`config.mk`:
```
export PLATFORM = sky130hd
export DESIGN_NAME = pmmc_ctrl
export DESIGN_NICKNAME = d
export VERILOG_FILES = /design/src/hw/rtl/pmmc_pkg.sv /design/src/hw/rtl/pmmc_ctrl.sv
export SDC_FILE = /design/constraint.sdc
export NUM_CORES = 1
export LEC_CHECK = 0
export BUFFER_PORTS_ARGS = -buffer_cell sky130_fd_sc_hd__buf_2
export CORE_AREA = 2 2 39 41
export CTS_CLUSTER_SIZE = 12
export DETAILED_ROUTE_END_ITERATION = 8
export DIE_AREA = 0 0 41 43
export GPL_TIMING_DRIVEN = 0
export HOLD_SLACK_MARGIN = 0.15
export RECOVER_POWER = 25
export SLEW_MARGIN = 20
export SYNTH_ARGS = -nofsm -noshare
export SYNTH_HDL_FRONTEND = slang
export SYNTH_SLANG_ARGS = --single-unit
```
`constraint.sdc`:
```
create_clock -name clk -period 2 [get_ports clk]
set_input_delay 0.2 -clock clk [delete_from_list [all_inputs] [get_ports clk]]
set_output_delay 0.2 -clock clk [all_outputs]
set_load 0.02 [all_outputs]
```
`src/hw/rtl/pmmc_pkg.sv`:
```
// ----------------------------------------------------------------------------
// pmmc_pkg - shared types and constants of the port-mapped memory card
// Command/status structs between controller and datapath, port decode codes,
// register indexes and fixed bus constants.
// ----------------------------------------------------------------------------
package pmmc_pkg;

  localparam int PORT_W   = 16;
  localparam int BYTE_W   = 8;
  localparam int CFG_IDX_W = 3;
  localparam int CFG_W    = 16;
  localparam int KB_CFG_W = 6;             // width of the size register field
  localparam int KB_REG_W = 7;             // holds the size up to 64 KB
  localparam int KB_SHIFT = 10;            // 1024 bytes per kilobyte
  localparam int UPPER_W  = PORT_W - KB_SHIFT;  // pointer bits above the KB offset
  localparam int STEP_W   = $clog2(UPPER_W);

  localparam logic [BYTE_W-1:0] STATUS_BYTE = 8'h7E;
  localparam logic [BYTE_W-1:0] FLOAT_BUS   = 8'hFF;
  localparam logic [BYTE_W-1:0] REG_RESET   = 8'hFF;
  localparam int                READ_BIT    = 7;

  // configuration register indexes
  localparam logic [CFG_IDX_W-1:0] REG_LOW_PORT     = 3'd0;
  localparam logic [CFG_IDX_W-1:0] REG_HIGH_PORT    = 3'd1;
  localparam logic [CFG_IDX_W-1:0] REG_COMMAND_PORT = 3'd2;
  localparam logic [CFG_IDX_W-1:0] REG_RDATA_PORT   = 3'd3;
  localparam logic [CFG_IDX_W-1:0] REG_WDATA_PORT   = 3'd4;
  localparam logic [CFG_IDX_W-1:0] REG_STATUS_PORT  = 3'd5;
  localparam logic [CFG_IDX_W-1:0] REG_MEMORY_KB    = 3'd6;
  localparam logic [CFG_IDX_W-1:0] REG_NOOP_CODE    = 3'd7;

  typedef enum logic [2:0] {
    SEL_LOW,
    SEL_HIGH,
    SEL_CMD,
    SEL_RDATA,
    SEL_WDATA,
    SEL_STATUS,
    SEL_NONE
  } port_sel_t;

  typedef enum logic [2:0] {
    KIND_NONE,
    KIND_REG_WR,
    KIND_REG_RD,
    KIND_MEM_RD,
    KIND_MEM_WR
  } kind_t;

  typedef enum logic [2:0] {
    ST_CLEAR,
    ST_IDLE,
    ST_EXEC,
    ST_WRAP,
    ST_MEM,
    ST_RDWAIT,
    ST_SEND
  } state_t;

  typedef struct packed {
    logic load;
    logic reg_write;
    logic res_direct;
    logic wrap_start;
    logic wrap_step;
    logic mem_write;
    logic mem_read;
    logic res_mem;
    logic out_load;
    logic clr_step;
  } ctrl_cmd_t;

  typedef struct packed {
    kind_t kind;
    logic  clr_last;
    logic  wrap_last;
    logic  out_free;
  } dp_status_t;

endpackage

```
`src/hw/rtl/pmmc_ctrl.sv`:
```
// ----------------------------------------------------------------------------
// pmmc_ctrl - sequencer of the port-mapped memory card
// Runs the clearing pass, takes one bus access at a time and steps the
// datapath through decode, address wrap, memory access and result delivery.
// ----------------------------------------------------------------------------
module pmmc_ctrl (
  input  logic                  clk,
  input  logic                  rst_n,
  input  logic                  in_tvalid,
  output logic                  in_tready,
  input  pmmc_pkg::dp_status_t  status,
  output pmmc_pkg::ctrl_cmd_t   cmd
);
  import pmmc_pkg::*;

  state_t state_r, state_nxt;

  always_ff @(posedge clk) begin
    if (!rst_n) begin
      state_r <= ST_CLEAR;
    end else begin
      state_r <= state_nxt;
    end
  end

  always_comb begin
    state_nxt = state_r;
    cmd       = '0;
    in_tready = 1'b0;
    unique case (state_r)
      ST_CLEAR: begin
        cmd.clr_step = 1'b1;
        if (status.clr_last) begin
          state_nxt = ST_IDLE;
        end
      end
      ST_IDLE: begin
        in_tready = 1'b1;
        if (in_tvalid) begin
          cmd.load  = 1'b1;
          state_nxt = ST_EXEC;
        end
      end
      ST_EXEC: begin
        unique case (status.kind)
          KIND_REG_WR: begin
            cmd.reg_write = 1'b1;
            state_nxt     = ST_IDLE;
          end
          KIND_REG_RD: begin
            cmd.res_direct = 1'b1;
            state_nxt      = ST_SEND;
          end
          KIND_MEM_RD, KIND_MEM_WR: begin
            cmd.wrap_start = 1'b1;
            state_nxt      = ST_WRAP;
          end
          default: begin
            state_nxt = ST_IDLE;
          end
        endcase
      end
      ST_WRAP: begin
        cmd.wrap_step = 1'b1;
        if (status.wrap_last) begin
          state_nxt = ST_MEM;
        end
      end
      ST_MEM: begin
        if (status.kind == KIND_MEM_WR) begin
          cmd.mem_write = 1'b1;
          state_nxt     = ST_IDLE;
        end else begin
          cmd.mem_read = 1'b1;
          state_nxt    = ST_RDWAIT;
        end
      end
      ST_RDWAIT: begin
        cmd.res_mem = 1'b1;
        state_nxt   = ST_SEND;
      end
      ST_SEND: begin
        // hold until the output register can take the word
        if (status.out_free) begin
          cmd.out_load = 1'b1;
          state_nxt    = ST_IDLE;
        end
      end
      default: begin
        state_nxt = ST_IDLE;
      end
    endcase
  end

  a_out_load_free: assert property (@(posedge clk) disable iff (!rst_n)
    cmd.out_load |-> status.out_free)
    else $error("result loaded while output register busy");

  a_accept_exec: assert property (@(posedge clk) disable iff (!rst_n)
    (in_tvalid && in_tready) |=> (state_r == ST_EXEC))
    else $error("accepted word not decoded next cycle");

  a_wrap_done: assert property (@(posedge clk) disable iff (!rst_n)
    (state_r == ST_WRAP && status.wrap_last) |=> (state_r == ST_MEM))
    else $error("memory access did not follow address wrap");

endmodule

```
After elaboration in Yosys (flattened, before gate mapping)
Index checks and enable logic that the tools add are counted.
W data, S select, Z words.
{"block": "totals", "reg_bits": 3, "input_bits": 9, "out_inout_bits": 11, "word_cells": 40}
{"block": "op_classes", "n_eq_ne": 14, "muxes": 22, "reduce_logical": 3}
{"cell": "$pmux W3 S7", "n": 1}
{"cell": "$mux W3", "n": 6}
{"cell": "$mux W1", "n": 13}
{"cell": "$eq A3 B2 Y1 const B", "n": 4}
{"cell": "$eq A3 B3 Y1 const B", "n": 4}
{"cell": "$ne A2 B2 Y1 const B", "n": 4}
{"cell": "$eq A3 B1 Y1 const B", "n": 2}
{"cell": "$pmux W3 S2", "n": 1}
{"cell": "$reduce_and A4 Y1", "n": 1}
{"cell": "$logic_not A3 Y1", "n": 1}
{"cell": "$mux W2", "n": 1}
{"cell": "$reduce_or A2 Y1", "n": 1}

Depth between registers and ports, before layout
{"block": "logic_depth", "word_depth": 4, "ltp_mapped": 5, "mapped_depth_nobuf": 4}

Least setup slack after synthesis
Ideal clock, no wire load.
{"block": "synth_path", "path_kind": "register to output", "start": "register state_r[0]", "end": "output port cmd[8] in the netlist's numbering", "arrival_time_ps": 1441, "required_ps": 1800, "setup_slack_ps": 359, "stages_incl_launch_ff": 5, "n_path_buf": 1, "cell_sequence": "dfxtp_1 > clkbuf_1 > inv_1 > nand2_1 > nor4b_1"}
{"item": "start: declaration", "line_no": "pmmc_ctrl.sv:16", "text": "state_t state_r, state_nxt;"}
{"item": "start signal: assignment", "line_no": "pmmc_ctrl.sv:22", "text": "state_r <= state_nxt;"}
{"item": "end: declaration", "line_no": "pmmc_ctrl.sv:12", "text": "output pmmc_pkg::ctrl_cmd_t cmd"}

==> flow_summary.ini <==
[sta]
layout_worst_path_cycle_share_pct = 86.2
setup-tns-final_ns = 0
setup_viol_count_final = 0
fmax_mhz = 580
worstMarginPinSlew_ns = 0.381
hold_viol_final = 0
slew_viol_final = 0
slew_limit_headroom_pct = 74.5
clock_skew_ns = 0.00402
period_needed_ns = 1.72
postLayoutSetupSlackWorst_ns = 0.275
grt_setup_unrepaired = no

[detailed_routing]
route.final.wire_length_um = 879
wl_per_cell_um = 10.1
drc = 0
viasPerCell = 4.71
drtPass1Iterations = 4
drt_iter0_drc = 1
num_vias = 410
number_of_nets_with_antenna_violations_after_routing = 0

[critical_path]
worst-endpoint-required_ns = 1.80
cp-startpoint = state_r[2]
critical_path.reg2reg.endpoint = state_r[2]
worst-path-max-fanout = 10
crit_end = cmd[8]
r2r_start = state_r[2]
ff2ff_path_depth = 5
critical_path_class = flop to primary output
worst_setup_path_start_kind = flop
critPathCaptureType = primary output
crit_arrival_ns = 1.52
r2r_slack_ns = 0.48

[power_and_ir_drop]
cellLeakagePower_nw = 0.222
power_per_cell_area_mw_per_mm2 = 605
power.ir.vdd_worst_mv = 0.224

[synthesis]
synth_cell_type_count = 25
synth_adder_area_share_pct = 0
synth_area_um2 = 352
postSynthCellCount = 48
portion_of_netlist_area_occupied_by_mux_cells_pct = 8.90
post-synth-top-count-cell = sky130_fd_sc_hd__nor2_1
post_synthesis_compound_gate_area_fraction_pct = 17.1
synth_sequential_area_ratio_pct = 17.1
area_leader_netlist = sky130_fd_sc_hd__dfxtp_1
simple_logic_cell_fraction_of_the_synthesized_area_pct = 50.2
synth_enable_flop_cells = 0
synth_flop_cell = sky130_fd_sc_hd__dfxtp_1
synth_nets = 57
seq_cells_post_synth = 3
postSynthAreaPerCell_um2 = 7.32
yosysWarnings = 0
synth_top_family_by_area = simple AND/OR/NAND/NOR gates
post_synth_xor_area_fraction_pct = 0
synth-async-reset-ratio_pct = 0
synth.area.top_cells = sky130_fd_sc_hd__dfxtp_1 17%, sky130_fd_sc_hd__nor3b_1 6.4%, sky130_fd_sc_hd__a21oi_1 5.7%
synth_top_area_share_pct = 17.1
synth_commonest_cells = 5 x sky130_fd_sc_hd__nor2_1, 4 x sky130_fd_sc_hd__a21oi_1

[placed_design]
dpl_worst_slack_ns = 0.536
dp_hpwl_um = 685
number_of_i_o_port_buffers = 19
placement.cell_area_um2 = 467
gp_routability_congestion = 0.671

[global_route]
grt_pass1_vias = 318
globalRouteMet1Util_pct = 14.7
grt_use_met2_pct = 14.7
pin_count_of_the_biggest_net_entering_global_routing = 11
globalRouteOverflowTotal = 0
wire_length_of_the_first_global_routing_pass_um = 1280
global_route_track_usage_on_met3_pct = 1.57
groute.usage.overall_pct = 10.2
grt_most_used_layer = met1
antenna_found_initial = 0

[layout]
regMostFlops = state_r
design_area_um2 = 484
nNetsFinal = 81
area_growth_syn_to_layout_pct = 37.7
largest_register_ff_count = 3
post_route_cells_drive_above_1_share_pct = 33.8
layout.filler_cells = 171
utilization_pct = 35.0
largest_registers = state_r (3)
insertedDiodeCount = 0

[clock_tree]
tritoncts_clock_tree = done
numCtsBuffers = 3
ctsRootBufferMaster = sky130_fd_sc_hd__clkbuf_4
postCtsResizedCells = 0
cts_setup_buffers = 0
cts_buffer_depth = 2
cts-htree-levels = 1
post_cts_hold_buffers = 0
clk-insertion-delay-late_ns = 0.23
cts.reportedPaths.clkPinSlew_ns = 0.04
clkSinkCount = 3

[floorplanning]
floorplan.initialDensity_pct = 25.4
floorplan.die.width_um = 41
area_of_the_die_mm2 = 0.00176
std_cell_core_area_mm2 = 0.00138
std_cell_rows = 14
die_h_um = 43
io-pin-count = 20

[flow_run]
max_cap_violations = 0

[min_path]
whs_path_cells = 2
min-delay-path-class = input pin to flop

[status]
status = finished clean
## cell families after synthesis
kind of cell / Yosys count
AO/OA/AOI/OAI: 10
buffers and inverters: 4
flip-flops: 3
multiplexers: 3
AND/OR/NAND/NOR: 28
## cell type report
cell class                 count  area (µm²)  area share (%)
buffer                         3        20.0            4.13
tap                           16        20.0            4.13
inverter                       1        3.75           0.775
sequential                     3        60.1            12.4
clock buffer                   4        26.3            5.43
timing repair buffer          19        93.8            19.4
multi-input combinational     41         260            53.7
## worst max-delay path, cell delays in order (launching register included)
cell and delay (ns):
sky130_fd_sc_hd__dfxtp_1 0.28, sky130_fd_sc_hd__buf_2 0.16, sky130_fd_sc_hd__nor2b_1 0.25, sky130_fd_sc_hd__nand2_1 0.15
sky130_fd_sc_hd__nor4b_1 0.24, sky130_fd_sc_hd__buf_2 0.21
## metal layers
metal	vias up	share of wire, %
li1	224	-
met5	-	0
met4	0	0
met1	172	50
met2	14	44
met3	0	5.8
## worst min-delay path by stage
stage | start | endpoint | slack [ns]
2_1_floorplan | rst_n | state_r[2] | 0.32
3_3_place_gp | rst_n | state_r[2] | 0.43
3_5_place_dp | rst_n | state_r[2] | 0.43
4_1_cts | rst_n | state_r[2] | 0.19
5_1_grt | rst_n | state_r[2] | 0.20
6_report | rst_n | state_r[2] | 0.19
## placed cells by master (no fill, tap or decap), drive strengths merged, types with 3 or more instances in the layout
cell | synthesis | final
nand2 | 3 | 3
nor2b | 4 | 4
nor3b | 3 | 3
nor2 | 5 | 5
a21oi | 4 | 4
dfxtp | 3 | 3
clkbuf | 1 | 6
nor3 | 3 | 3
buf | 2 | 20
o21ai | 3 | 3
## through the flow
step	hold slack [ns]	power (mW)	instances
floorplan	0.317	0.157	48
global placement	0.433	0.193	83
detailed placement	0.432	0.193	83
CTS	0.191	0.301	87
global route	0.204	0.319	87
finish	0.194	0.293	87
## where the power goes
part / switching, mW / internal (mW)
Clock: 0.0284 / 0.0746
Sequential: 0.00627 / 0.0661
Combinational: 0.0672 / 0.0504
Note: power is estimated with default switching activity, not from simulation.
